$ cat src/hw/rtl/fipf_pkg.sv
// Shared types, constants and helpers for the firmware image packet framer.
// No dependencies; every framer file but fipf_if refers to it by scoped name.
`default_nettype none

package fipf_pkg;

	// Image bytes per full packet (a power of two)
	localparam int PAYLOAD_BYTES = 512;
	// Width that holds a payload length or position, up to and including PAYLOAD_BYTES
	localparam int LEN_W = $clog2(PAYLOAD_BYTES + 1);

	// Frame constants
	localparam logic [7:0] START_SYNC  = 8'h68;
	localparam logic [7:0] PKT_SYNC    = 8'h6b;
	localparam logic [7:0] FRAME_MARK  = 8'h5a;
	localparam logic [7:0] START_KIND  = 8'h0c;

	// Segment lengths in bytes
	localparam int START_BYTES = 20;
	localparam int HDR_BYTES   = 10;
	localparam int TRL_BYTES   = 4;
	localparam int CNT_W       = $clog2(START_BYTES);

	// Job queue between front and back
	localparam int QUEUE_DEPTH = 4;

	// Configuration port
	localparam int APB_ADDR_W = 3;
	localparam logic [APB_ADDR_W-1:0] ADDR_IMAGE_SIZE = 3'd0;

	// One classified request, as the back end expands it
	typedef struct packed {
		logic             is_start;
		logic [30:0]      size;
		logic             hdr_en;
		logic [LEN_W-1:0] len;
		logic [31:0]      idx;
		logic             data_en;
		logic [7:0]       data;
		logic             trl_en;
		logic [31:0]      trl_sum;
		logic             emp_en;
		logic [31:0]      emp_idx;
	} fipf_job_t;

	// Sum of the four bytes of a word
	function automatic logic [9:0] byte_sum32(input logic [31:0] v);
		byte_sum32 = 10'(v[7:0]) + 10'(v[15:8]) + 10'(v[23:16]) + 10'(v[31:24]);
	endfunction

endpackage

`default_nettype wire

$ cat src/hw/rtl/fipf_if.sv
// Valid/ready channel interfaces for the framer's request input and byte output.
// Depends on nothing.
`default_nettype none

interface fipf_req_if;
	logic       valid;
	logic       ready;
	logic       req_type;
	logic [7:0] image_byte;

	modport source (output valid, req_type, image_byte, input ready);
	modport sink   (input valid, req_type, image_byte, output ready);
endinterface

interface fipf_out_if;
	logic       valid;
	logic       ready;
	logic [7:0] out_byte;
	logic       frame_end;
	logic       run_last;

	modport source (output valid, out_byte, frame_end, run_last, input ready);
	modport sink   (input valid, out_byte, frame_end, run_last, output ready);
endinterface

`default_nettype wire

$ cat src/hw/rtl/fipf_front.sv
// Front end: takes requests, tracks framing and emits at most one job per request.
// Depends on fipf_pkg and fipf_if.
`default_nettype none

module fipf_front (
	input  wire logic               clk,
	input  wire logic               arst_n,
	fipf_req_if.sink                items,
	input  wire logic [30:0]        image_size,
	input  wire logic               q_full,
	output logic                    push,
	output fipf_pkg::fipf_job_t     job
);

	logic [30:0]                bt_q;
	logic [31:0]                pn_q;
	logic [fipf_pkg::LEN_W-1:0] pos_q;
	logic [31:0]                rs_q;

	logic                       accept;
	logic                       at_end;
	logic                       first_empty;
	logic [30:0]                remaining;
	logic [31:0]                span;
	logic [fipf_pkg::LEN_W-1:0] len;
	logic [fipf_pkg::LEN_W-1:0] pos_inc;
	logic                       pkt_done;
	logic [31:0]                seed;
	logic [31:0]                sum_new;
	logic [30:0]                bt_inc;
	logic [31:0]                pn_inc;
	logic                       exact;

	assign items.ready = !q_full;
	assign accept      = items.valid && items.ready;

	// Packet length and completion for the current byte
	assign at_end      = bt_q >= image_size;
	assign first_empty = (image_size == '0) && (bt_q == '0) && (pn_q == '0) && (pos_q == '0);
	assign remaining   = image_size - bt_q;
	assign span        = 32'(pos_q) + {1'b0, remaining};
	assign len         = (span > 32'(fipf_pkg::PAYLOAD_BYTES)) ?
		fipf_pkg::LEN_W'(fipf_pkg::PAYLOAD_BYTES) : span[fipf_pkg::LEN_W-1:0];
	assign pos_inc     = pos_q + 1'b1;
	assign pkt_done    = pos_inc >= len;
	assign bt_inc      = bt_q + 1'b1;
	assign pn_inc      = pn_q + 1'b1;
	assign exact       = (len == fipf_pkg::LEN_W'(fipf_pkg::PAYLOAD_BYTES)) &&
		(bt_inc == image_size);

	// Checksum: the header seeds it with the index byte sum
	assign seed    = (pos_q == '0) ? 32'(fipf_pkg::byte_sum32(pn_q)) : rs_q;
	assign sum_new = seed + 32'(items.image_byte);

	// Classify the request into a job
	always_comb begin
		job     = '0;
		push    = 1'b0;
		if (!items.req_type) begin
			job.is_start = 1'b1;
			job.size     = image_size;
			push         = accept;
		end else if (at_end) begin
			job.emp_en  = 1'b1;
			job.emp_idx = pn_q;
			push        = accept && first_empty;
		end else begin
			job.hdr_en  = pos_q == '0;
			job.len     = len;
			job.idx     = pn_q;
			job.data_en = 1'b1;
			job.data    = items.image_byte;
			job.trl_en  = pkt_done;
			job.trl_sum = sum_new;
			job.emp_en  = pkt_done && exact;
			job.emp_idx = pn_inc;
			push        = accept;
		end
	end

	// Framing state
	always_ff @(posedge clk or negedge arst_n) begin
		if (!arst_n) begin
			bt_q  <= '0;
			pn_q  <= '0;
			pos_q <= '0;
			rs_q  <= '0;
		end else if (accept) begin
			if (!items.req_type) begin
				bt_q  <= '0;
				pn_q  <= '0;
				pos_q <= '0;
				rs_q  <= '0;
			end else if (at_end) begin
				if (first_empty) begin
					pn_q <= pn_inc;
				end
			end else begin
				bt_q <= bt_inc;
				if (pkt_done) begin
					pos_q <= '0;
					rs_q  <= '0;
					pn_q  <= exact ? (pn_q + 32'd2) : pn_inc;
				end else begin
					pos_q <= pos_inc;
					rs_q  <= sum_new;
				end
			end
		end
	end

endmodule

`default_nettype wire

$ cat src/hw/rtl/fipf_queue.sv
// Short job queue that decouples the framer's front and back ends.
// Depends on fipf_pkg.
`default_nettype none

module fipf_queue (
	input  wire logic                clk,
	input  wire logic                arst_n,
	input  wire logic                push,
	input  wire fipf_pkg::fipf_job_t wr_job,
	input  wire logic                pop,
	output fipf_pkg::fipf_job_t      head,
	output logic                     empty,
	output logic                     full
);

	localparam int PTR_W = $clog2(fipf_pkg::QUEUE_DEPTH);
	localparam int CNT_W = $clog2(fipf_pkg::QUEUE_DEPTH + 1);

	fipf_pkg::fipf_job_t entry_q [fipf_pkg::QUEUE_DEPTH];
	logic [PTR_W-1:0] wr_ptr_q;
	logic [PTR_W-1:0] rd_ptr_q;
	logic [CNT_W-1:0] count_q;

	assign empty = count_q == '0;
	assign full  = count_q == CNT_W'(fipf_pkg::QUEUE_DEPTH);
	assign head  = entry_q[rd_ptr_q];

	// Entry storage
	always_ff @(posedge clk) begin
		if (push) begin
			entry_q[wr_ptr_q] <= wr_job;
		end
	end

	// Pointers and fill count
	always_ff @(posedge clk or negedge arst_n) begin
		if (!arst_n) begin
			wr_ptr_q <= '0;
			rd_ptr_q <= '0;
			count_q  <= '0;
		end else begin
			if (push) begin
				wr_ptr_q <= (wr_ptr_q == PTR_W'(fipf_pkg::QUEUE_DEPTH - 1)) ? '0 : wr_ptr_q + 1'b1;
			end
			if (pop) begin
				rd_ptr_q <= (rd_ptr_q == PTR_W'(fipf_pkg::QUEUE_DEPTH - 1)) ? '0 : rd_ptr_q + 1'b1;
			end
			if (push && !pop) begin
				count_q <= count_q + 1'b1;
			end else if (pop && !push) begin
				count_q <= count_q - 1'b1;
			end
		end
	end

endmodule

`default_nettype wire

$ cat src/hw/rtl/fipf_back.sv
// Back end: expands queued jobs into framed bytes, one per cycle unless stalled.
// Depends on fipf_pkg and fipf_if.
`default_nettype none

module fipf_back (
	input  wire logic                clk,
	input  wire logic                arst_n,
	input  wire logic                q_empty,
	input  wire fipf_pkg::fipf_job_t head,
	output logic                     pop,
	fipf_out_if.source               frames
);

	typedef enum logic [5:0] {
		SEG_START = 6'b000001,
		SEG_HDR   = 6'b000010,
		SEG_DATA  = 6'b000100,
		SEG_TRL   = 6'b001000,
		SEG_EHDR  = 6'b010000,
		SEG_ETRL  = 6'b100000
	} fipf_seg_t;

	fipf_seg_t                  seg_q;
	logic                       busy_q;
	logic [fipf_pkg::CNT_W-1:0] cnt_q;
	logic                       out_valid_q;
	logic [7:0]                 out_byte_q;
	logic                       frame_end_q;
	logic                       run_last_q;

	fipf_seg_t                  first_seg;
	fipf_seg_t                  cur_seg;
	fipf_seg_t                  nxt_seg;
	logic [fipf_pkg::CNT_W-1:0] cnt;
	logic                       seg_last;
	logic                       no_next;
	logic                       job_last;
	logic                       adv;
	logic [7:0]                 byte_val;
	logic                       end_val;
	logic [31:0]                total;
	logic [31:0]                start_sum;
	logic [31:0]                emp_sum;
	logic [15:0]                len16;

	function automatic logic [7:0] le_byte(input logic [31:0] v, input logic [1:0] k);
		case (k)
			2'd0:    le_byte = v[7:0];
			2'd1:    le_byte = v[15:8];
			2'd2:    le_byte = v[23:16];
			default: le_byte = v[31:24];
		endcase
	endfunction

	// Derived words of the start frame and the empty packet
	assign total     = ({1'b0, head.size} / fipf_pkg::PAYLOAD_BYTES) + 32'd1;
	assign start_sum = 32'(fipf_pkg::START_SYNC) + 32'(fipf_pkg::FRAME_MARK) +
		32'(fipf_pkg::START_KIND) + 32'(fipf_pkg::byte_sum32({1'b0, head.size})) +
		32'(fipf_pkg::byte_sum32(total));
	assign emp_sum   = 32'(fipf_pkg::byte_sum32(head.emp_idx));
	assign len16     = 16'(head.len);

	// Segment at which a fresh job begins
	always_comb begin
		if (head.is_start) begin
			first_seg = SEG_START;
		end else if (head.hdr_en) begin
			first_seg = SEG_HDR;
		end else if (head.data_en) begin
			first_seg = SEG_DATA;
		end else begin
			first_seg = SEG_EHDR;
		end
	end

	assign cur_seg = busy_q ? seg_q : first_seg;
	assign cnt     = busy_q ? cnt_q : '0;

	// Segment sequencing
	always_comb begin
		seg_last = 1'b0;
		no_next  = 1'b1;
		nxt_seg  = SEG_START;
		unique case (cur_seg)
			SEG_START: begin
				seg_last = cnt == fipf_pkg::CNT_W'(fipf_pkg::START_BYTES - 1);
			end
			SEG_HDR: begin
				seg_last = cnt == fipf_pkg::CNT_W'(fipf_pkg::HDR_BYTES - 1);
				no_next  = 1'b0;
				nxt_seg  = SEG_DATA;
			end
			SEG_DATA: begin
				seg_last = 1'b1;
				no_next  = !head.trl_en;
				nxt_seg  = SEG_TRL;
			end
			SEG_TRL: begin
				seg_last = cnt == fipf_pkg::CNT_W'(fipf_pkg::TRL_BYTES - 1);
				no_next  = !head.emp_en;
				nxt_seg  = SEG_EHDR;
			end
			SEG_EHDR: begin
				seg_last = cnt == fipf_pkg::CNT_W'(fipf_pkg::HDR_BYTES - 1);
				no_next  = 1'b0;
				nxt_seg  = SEG_ETRL;
			end
			SEG_ETRL: begin
				seg_last = cnt == fipf_pkg::CNT_W'(fipf_pkg::TRL_BYTES - 1);
			end
			default: begin
				seg_last = 1'b1;
			end
		endcase
	end

	assign job_last = seg_last && no_next;
	assign adv      = !q_empty && (!out_valid_q || frames.ready);
	assign pop      = adv && job_last;

	// Byte selection
	always_comb begin
		byte_val = 8'h00;
		end_val  = 1'b0;
		unique case (cur_seg) inside
			SEG_START: begin
				end_val = seg_last;
				case (cnt) inside
					5'd0:            byte_val = fipf_pkg::START_SYNC;
					5'd1:            byte_val = fipf_pkg::FRAME_MARK;
					5'd2:            byte_val = fipf_pkg::START_KIND;
					[5'd4:5'd7]:     byte_val = le_byte({1'b0, head.size}, cnt[1:0]);
					[5'd8:5'd11]:    byte_val = le_byte(total, cnt[1:0]);
					[5'd16:5'd19]:   byte_val = le_byte(start_sum, cnt[1:0]);
					default:         byte_val = 8'h00;
				endcase
			end
			SEG_HDR, SEG_EHDR: begin
				case (cnt) inside
					5'd0: byte_val = fipf_pkg::PKT_SYNC;
					5'd1: byte_val = fipf_pkg::FRAME_MARK;
					5'd2: byte_val = (cur_seg == SEG_HDR) ? len16[7:0] : 8'h00;
					5'd3: byte_val = (cur_seg == SEG_HDR) ? len16[15:8] : 8'h00;
					[5'd6:5'd9]: begin
						byte_val = le_byte((cur_seg == SEG_HDR) ? head.idx : head.emp_idx,
							cnt[1:0] + 2'd2);
					end
					default: byte_val = 8'h00;
				endcase
			end
			SEG_DATA: begin
				byte_val = head.data;
			end
			SEG_TRL: begin
				byte_val = le_byte(head.trl_sum, cnt[1:0]);
				end_val  = seg_last;
			end
			SEG_ETRL: begin
				byte_val = le_byte(emp_sum, cnt[1:0]);
				end_val  = seg_last;
			end
			default: begin
				byte_val = 8'h00;
			end
		endcase
	end

	// Sequencer position within the head job
	always_ff @(posedge clk or negedge arst_n) begin
		if (!arst_n) begin
			busy_q <= 1'b0;
			seg_q  <= SEG_START;
			cnt_q  <= '0;
		end else if (adv) begin
			if (job_last) begin
				busy_q <= 1'b0;
				cnt_q  <= '0;
			end else if (seg_last) begin
				busy_q <= 1'b1;
				seg_q  <= nxt_seg;
				cnt_q  <= '0;
			end else begin
				busy_q <= 1'b1;
				seg_q  <= cur_seg;
				cnt_q  <= cnt + 1'b1;
			end
		end
	end

	// Output register
	always_ff @(posedge clk or negedge arst_n) begin
		if (!arst_n) begin
			out_valid_q <= 1'b0;
		end else if (adv) begin
			out_valid_q <= 1'b1;
		end else if (frames.ready) begin
			out_valid_q <= 1'b0;
		end
	end

	always_ff @(posedge clk) begin
		if (adv) begin
			out_byte_q  <= byte_val;
			frame_end_q <= end_val;
			run_last_q  <= job_last;
		end
	end

	assign frames.valid     = out_valid_q;
	assign frames.out_byte  = out_byte_q;
	assign frames.frame_end = frame_end_q;
	assign frames.run_last  = run_last_q;

endmodule

`default_nettype wire

$ cat src/hw/rtl/firmware_image_packet_framer.sv
// Firmware image packet framer: top level with the configuration register.
// Depends on fipf_pkg, fipf_if, fipf_front, fipf_queue and fipf_back.
//
// Usage:
//   items  : request channel. req_type 0 emits the 20-byte start frame and restarts
//            framing; req_type 1 carries the next image byte in image_byte.
//   frames : byte channel. One out_byte per cycle while ready; frame_end marks the
//            last checksum byte of a frame, run_last the last byte caused by one request.
//   APB    : one register, image_size at address 0. Write it only while idle.
// Path: a taken request is queued as a job; its bytes leave via the output register.
// Throughput: the output emits one byte per cycle while frames.ready is high.
//   A request causes one byte for a plain payload byte, eleven with a packet header,
//   more with a trailer or an empty packet (up to nineteen), twenty for a start
//   request. A byte past the image size emits nothing, save the first at size zero:
//   an empty packet. A four-entry job queue lets requests arrive while bursts drain.
// Reset: image_size, all framing state, the queue pointers and output valid clear.
// Stall: when frames.ready is low the output byte holds; the queue fills and then
//   items.ready drops until the receiver takes bytes again.
`default_nettype none

module firmware_image_packet_framer (
	input  wire logic                            clk,
	input  wire logic                            arst_n,
	fipf_req_if.sink                             items,
	fipf_out_if.source                           frames,
	input  wire logic                            psel,
	input  wire logic                            penable,
	input  wire logic                            pwrite,
	input  wire logic [fipf_pkg::APB_ADDR_W-1:0] paddr,
	input  wire logic [31:0]                     pwdata,
	output logic [31:0]                          prdata,
	output logic                                 pready
);

	logic [30:0]         image_size_q;
	logic                push;
	logic                pop;
	logic                q_empty;
	logic                q_full;
	fipf_pkg::fipf_job_t wr_job;
	fipf_pkg::fipf_job_t head;

	// Configuration register
	assign pready = 1'b1;
	assign prdata = (paddr == fipf_pkg::ADDR_IMAGE_SIZE) ? {1'b0, image_size_q} : 32'd0;

	always_ff @(posedge clk or negedge arst_n) begin
		if (!arst_n) begin
			image_size_q <= '0;
		end else if (psel && penable && pwrite && (paddr == fipf_pkg::ADDR_IMAGE_SIZE)) begin
			image_size_q <= pwdata[30:0];
		end
	end

	fipf_front u_front (
		.clk        (clk),
		.arst_n     (arst_n),
		.items      (items),
		.image_size (image_size_q),
		.q_full     (q_full),
		.push       (push),
		.job        (wr_job)
	);

	fipf_queue u_queue (
		.clk    (clk),
		.arst_n (arst_n),
		.push   (push),
		.wr_job (wr_job),
		.pop    (pop),
		.head   (head),
		.empty  (q_empty),
		.full   (q_full)
	);

	fipf_back u_back (
		.clk     (clk),
		.arst_n  (arst_n),
		.q_empty (q_empty),
		.head    (head),
		.pop     (pop),
		.frames  (frames)
	);

endmodule

`default_nettype wire
$ cat src/flat_wrapper.sv
// flat-port wrapper written by rule: the top's interface ports become plain ports
module firmware_image_packet_framer_flat 
  (clk, arst_n, psel, penable, pwrite, paddr, pwdata, prdata, pready, items_valid, items_req_type, items_image_byte, items_ready, frames_valid, frames_out_byte, frames_frame_end, frames_run_last, frames_ready);
  fipf_req_if items_i ();
  fipf_out_if frames_i ();
  input  wire logic clk;
  input  wire logic arst_n;
  input  wire logic psel;
  input  wire logic penable;
  input  wire logic pwrite;
  input  wire logic [fipf_pkg::APB_ADDR_W-1:0] paddr;
  input  wire logic [31:0] pwdata;
  output logic [31:0] prdata;
  output logic pready;
  input wire logic [$bits(items_i.valid)-1:0] items_valid;
  input wire logic [$bits(items_i.req_type)-1:0] items_req_type;
  input wire logic [$bits(items_i.image_byte)-1:0] items_image_byte;
  output wire logic [$bits(items_i.ready)-1:0] items_ready;
  output wire logic [$bits(frames_i.valid)-1:0] frames_valid;
  output wire logic [$bits(frames_i.out_byte)-1:0] frames_out_byte;
  output wire logic [$bits(frames_i.frame_end)-1:0] frames_frame_end;
  output wire logic [$bits(frames_i.run_last)-1:0] frames_run_last;
  input wire logic [$bits(frames_i.ready)-1:0] frames_ready;
  assign items_i.valid = items_valid;
  assign items_i.req_type = items_req_type;
  assign items_i.image_byte = items_image_byte;
  assign items_ready = items_i.ready;
  assign frames_valid = frames_i.valid;
  assign frames_out_byte = frames_i.out_byte;
  assign frames_frame_end = frames_i.frame_end;
  assign frames_run_last = frames_i.run_last;
  assign frames_i.ready = frames_ready;
  firmware_image_packet_framer u_core (.clk(clk), .arst_n(arst_n), .items(items_i), .frames(frames_i), .psel(psel), .penable(penable), .pwrite(pwrite), .paddr(paddr), .pwdata(pwdata), .prdata(prdata), .pready(pready));
endmodule
$ cat config.mk
export PLATFORM = sky130hd
export DESIGN_NAME = firmware_image_packet_framer_flat
export DESIGN_NICKNAME = d
export VERILOG_FILES = /design/src/hw/rtl/fipf_pkg.sv /design/src/hw/rtl/fipf_if.sv /design/src/hw/rtl/fipf_front.sv /design/src/hw/rtl/fipf_queue.sv /design/src/hw/rtl/fipf_back.sv /design/src/hw/rtl/firmware_image_packet_framer.sv /design/src/flat_wrapper.sv
export SDC_FILE = /design/constraint.sdc
export NUM_CORES = 1
export LEC_CHECK = 0
export ABC_AREA = 1
export BUFFER_PORTS_ARGS = -buffer_cell sky130_fd_sc_hd__buf_2
export CORE_ASPECT_RATIO = 0.8
export CORE_UTILIZATION = 24
export CTS_BUF_LIST = sky130_fd_sc_hd__clkbuf_8
export DETAILED_ROUTE_END_ITERATION = 8
export GPL_TIMING_DRIVEN = 1
export PLACE_DENSITY = 0.47
export SLEW_MARGIN = 20
export SYNTH_ARGS = -nofsm -noshare
export SYNTH_HDL_FRONTEND = slang
export SYNTH_SLANG_ARGS = --single-unit
$ cat constraint.sdc
create_clock -name clk -period 14.66 [get_ports clk]
set_clock_uncertainty 0.15 [all_clocks]
set_input_delay 0 -clock clk [delete_from_list [all_inputs] [get_ports clk]]
set_output_delay 0 -clock clk [all_outputs]
set_load 0.1 [all_outputs]
==> PnR_summary.wiki <==
{| class="wikitable"
! Metric !! Value
|-
| Run status || complete, no violations
|-
| Number of warnings issued by yosys || 0
|-
| Worst hold-check path type || in -> reg
|-
| Origin of the worst min-delay path || items_req_type
|-
| Number of enable-type register cells in the synthesized netlist || 610
|-
| Die area || 182200 um^2
|-
| CP bufs+invs || 5
|-
| Count of filler cells inserted in the layout || 19000
|-
| Final Instance Area || 50250 um^2
|-
| Final-report hold violation count || 0
|-
| Floorplan die width || around 480 um
|-
| DR WL/cell || 19.84 um
|-
| CTS clk-pin slew, worst paths || 60 ps
|-
| Kind of cell with the highest combined delay on the critical path || adder cells
|-
| Synth cell count leaders || nand2_1 (1066), edfxtp_1 (610), nor2_1 (569)
|-
| WS Path Type || reg -> reg
|-
| Cell area reported after detailed placement || 46460 um^2
|-
| Hold buffer count at CTS || 142
|-
| Cell accounting for the most synthesized area || edfxtp_1
|-
| Ratio of total power to cell area || 254.5 nW/um^2
|-
| Total count of max-transition violations in the final report || 0
|-
| CTS tree || done
|-
| HPWL Detailed || 100800 um
|-
| Slowest cell delay on critical path || between 600 and 700 ps
|-
| CP Max Fanout || 58
|-
| Starting Density || 24.16%
|-
| Max Clock Freq || 123.8 MHz
|-
| Final worst path period share || 55.12%
|-
| Count of input and output buffers || 92
|-
| Final total negative setup slack || 0 ps
|-
| Core Rows || 139
|-
| Endpoint class of the critical path || register
|-
| Number of clock sinks || 766
|-
| Post-Syn Area || around 43000 um^2
|-
| Violation count after the first detailed-routing iteration || ~3500
|-
| Layout cell share with drive strength beyond 1 || between 8 and 9%
|-
| Total routing resource utilization after global routing || 15.96%
|-
| DR pass1 iterations || 5
|-
| Antenna violation net count after detailed routing || 0
|-
| Die Ht || 382.0 um
|-
| Number of instances in the synthesized netlist || 4807
|-
| Post-Syn Nets || ~5000
|-
| Post-Syn Area per Cell || 9.013 um^2
|-
| Detailed-route wire length || 149000 um
|-
| Final critical delay including setup and external delays || 8081 ps
|-
| Share of flip-flops with an asynchronous set or reset after synthesis || between 20% and 30%
|-
| Largest buffer count on any clock path || 3
|-
| Data arrival at the endpoint of the critical path || 8460 ps
|-
| Footprint of the multi-input gates || around 18000 um^2
|-
| DRC || 0
|-
| Actual slew at the worst max-slew pin || around 1000 ps
|-
| Via count of the first global-routing pass || 33710
|-
| Ports || 96
|-
| Leakage component of the power || 19.74 nW
|-
| Proportion of netlist area held by the largest area contributor || 42.28%
|-
| Vias || 35350
|-
| Via count normalized by instance count || 4.707
|-
| Number of nets at the end of the flow || about 5200
|-
| Number of buffers added for setup after CTS || 0
|-
| Overflow left after global routing || 0
|-
| Max-cap check violation count || 0
|-
| Worst setup path startpoint || u_core.u_queue.rd_ptr_q[0]
|-
| Syn-to-layout area delta || 16.00%
|-
| Insertion delay of the later-clocked pin in the worst-skew pair || 850 ps
|-
| Library cells used by synthesis || 67
|-
| Number of setup violations in the final report || 0
|-
| H-tree depth || 3
|-
| Post-CTS sizing || 0
|-
| Global-route wire length before repair || ~220000 um
|-
| Peak supply drop || around 670 uV
|-
| Library cell with the highest instance count after synthesis || nand2_1
|-
| Core area || 179300 um^2
|-
| Slowest cell on crit path || dfrtp_4
|-
| Gp weighted congestion || 0.9199
|-
| Sequential cell area in the final layout || 22230 um^2
|-
| Tightest slew margin relative to the limit || 29.82%
|-
| Biggest area contributors in the synthesized netlist || edfxtp_1 (42%), nand2_1 (9.2%), dfrtp_1 (9.0%)
|-
| Worst EP required || 15040 ps
|-
| CTS Root Cell || clkbuf_8
|-
| Startpoint Class || register
|-
| Most common flop cell mapped by yosys || edfxtp_1
|-
| Pin count of the biggest net entering global routing || 165
|-
| Synthesis-stage register bit count || 766
|-
| Crit-path most repeated cell || nand2_1
|-
| Unrepaired setup endpoints after global routing || false
|-
| Sequential share of the synthesized area || about 51%
|-
| Source of the worst register-to-register timing path || u_core.u_queue.rd_ptr_q[0]
|-
| Initial antenna violation count || 3
|-
| Clock buffers created by TritonCTS || 120
|}
[registers in the layout, summed over array words and instances, names as in the netlist]
name,cells
u_core.image_size_q,31
u_core.u_back.busy_q,1
u_core.u_back.cnt_q,5
u_core.u_back.frames.frame_end,1
u_core.u_back.frames.out_byte,8
u_core.u_back.frames.run_last,1
u_core.u_back.frames.valid,1
u_core.u_back.seg_q,6
u_core.u_front.bt_q,31
u_core.u_front.pn_q,32
u_core.u_front.pos_q,10
u_core.u_front.rs_q,32
u_core.u_queue.count_q,3
u_core.u_queue.entry_q,600
u_core.u_queue.rd_ptr_q,2
u_core.u_queue.wr_ptr_q,2
[final timing paths]
path	endpoint	slack, ps	cells past startpoint
max in group asynchronous	u_core.u_front.bt_q[30]	12460	5
max reg2reg	u_core.u_back.frames.out_byte[2]	6580	36
max	u_core.u_back.frames.out_byte[2]	6580	36
min	u_core.u_front.rs_q[2]	80	6
min reg2reg	u_core.u_front.rs_q[10]	330	2
min in group asynchronous	u_core.u_front.rs_q[10]	130	4
[logic make-up (layout without fill, tap and decap cells)]
family	count (synthesis)	after routing	share of synthesized area (%)
buf+inv	705	1009	6.305
compound gates	831	831	11.32
xor+xnor	165	165	3.336
fa+ha+maj	186	186	6.637
other cells	2	4	0.01733
simple gates	2152	2152	21.10
flops	766	766	51.29
[power by group]
part	internal [W]	switching, W	total, W
clock network	0.000899	0.000934	0.00183
logic	0.00273	0.00515	0.00788
registers	0.00287	0.000203	0.00308
total	0.00650	0.00629	0.0128
[layer usage]
layer	track usage [%]	vias up	routed length (um)
met5	0	-	11
met4	3.931	2	3068
met3	3.688	163	11500
met2	22.67	1159	61280
met1	23.99	17230	73110
li1	-	16800	-
[area by class of cell]
type | instances | share of cell area [%]
diodes | 2 | 0.009959
flip-flops and latches | 766 | 44.24
multi-input cells | 3336 | 36.67
inverters | 504 | 3.794
clock inverters | 102 | 1.317
clock buffers | 123 | 3.369
well taps | 2397 | 5.968
repair buffers | 280 | 4.633
[stage by stage]
step                      utilization (%)  std cells  total power, W  worst slack, ps  hold slack, ps
after floorplan                         -       4807        0.008626             8098          -445.6
after CTS                           28.02       7508         0.01283             6585           4.353
after detailed placement            25.91       7141         0.01088             6612          -142.1
after global routing                28.03       7509         0.01405             5936           49.05
final                               28.03       7510         0.01279             6579           78.55
after global placement              25.91       7141         0.01083             6600          -138.5
[worst min-delay path, delay by kind of cell]
| kind | cells | cell delay (ps) |
|---|---|---|
| and+or+nand+nor | 3 | 220 |
| AOI/OAI and AO/OA | 1 | 80 |
| buffers and inverters | 2 | 720 |
[cells in the final DEF, fill, tap and decap left out, types with 77 or more instances in the layout]
| cell type | n |
|---|---|
| buf_2 | 91 |
| nor2_1 | 566 |
| xor2_1 | 153 |
| dlygate4sd3_1 | 141 |
| edfxtp_1 | 610 |
| o21ai_0 | 328 |
| clkbuf_8 | 124 |
| inv_1 | 517 |
| ha_1 | 111 |
| o22ai_1 | 140 |
| nand3_1 | 240 |
| nand4_1 | 77 |
| nand2_1 | 1066 |
| a21oi_1 | 184 |
| dfrtp_1 | 153 |
Power figures use the tool's default switching activity.
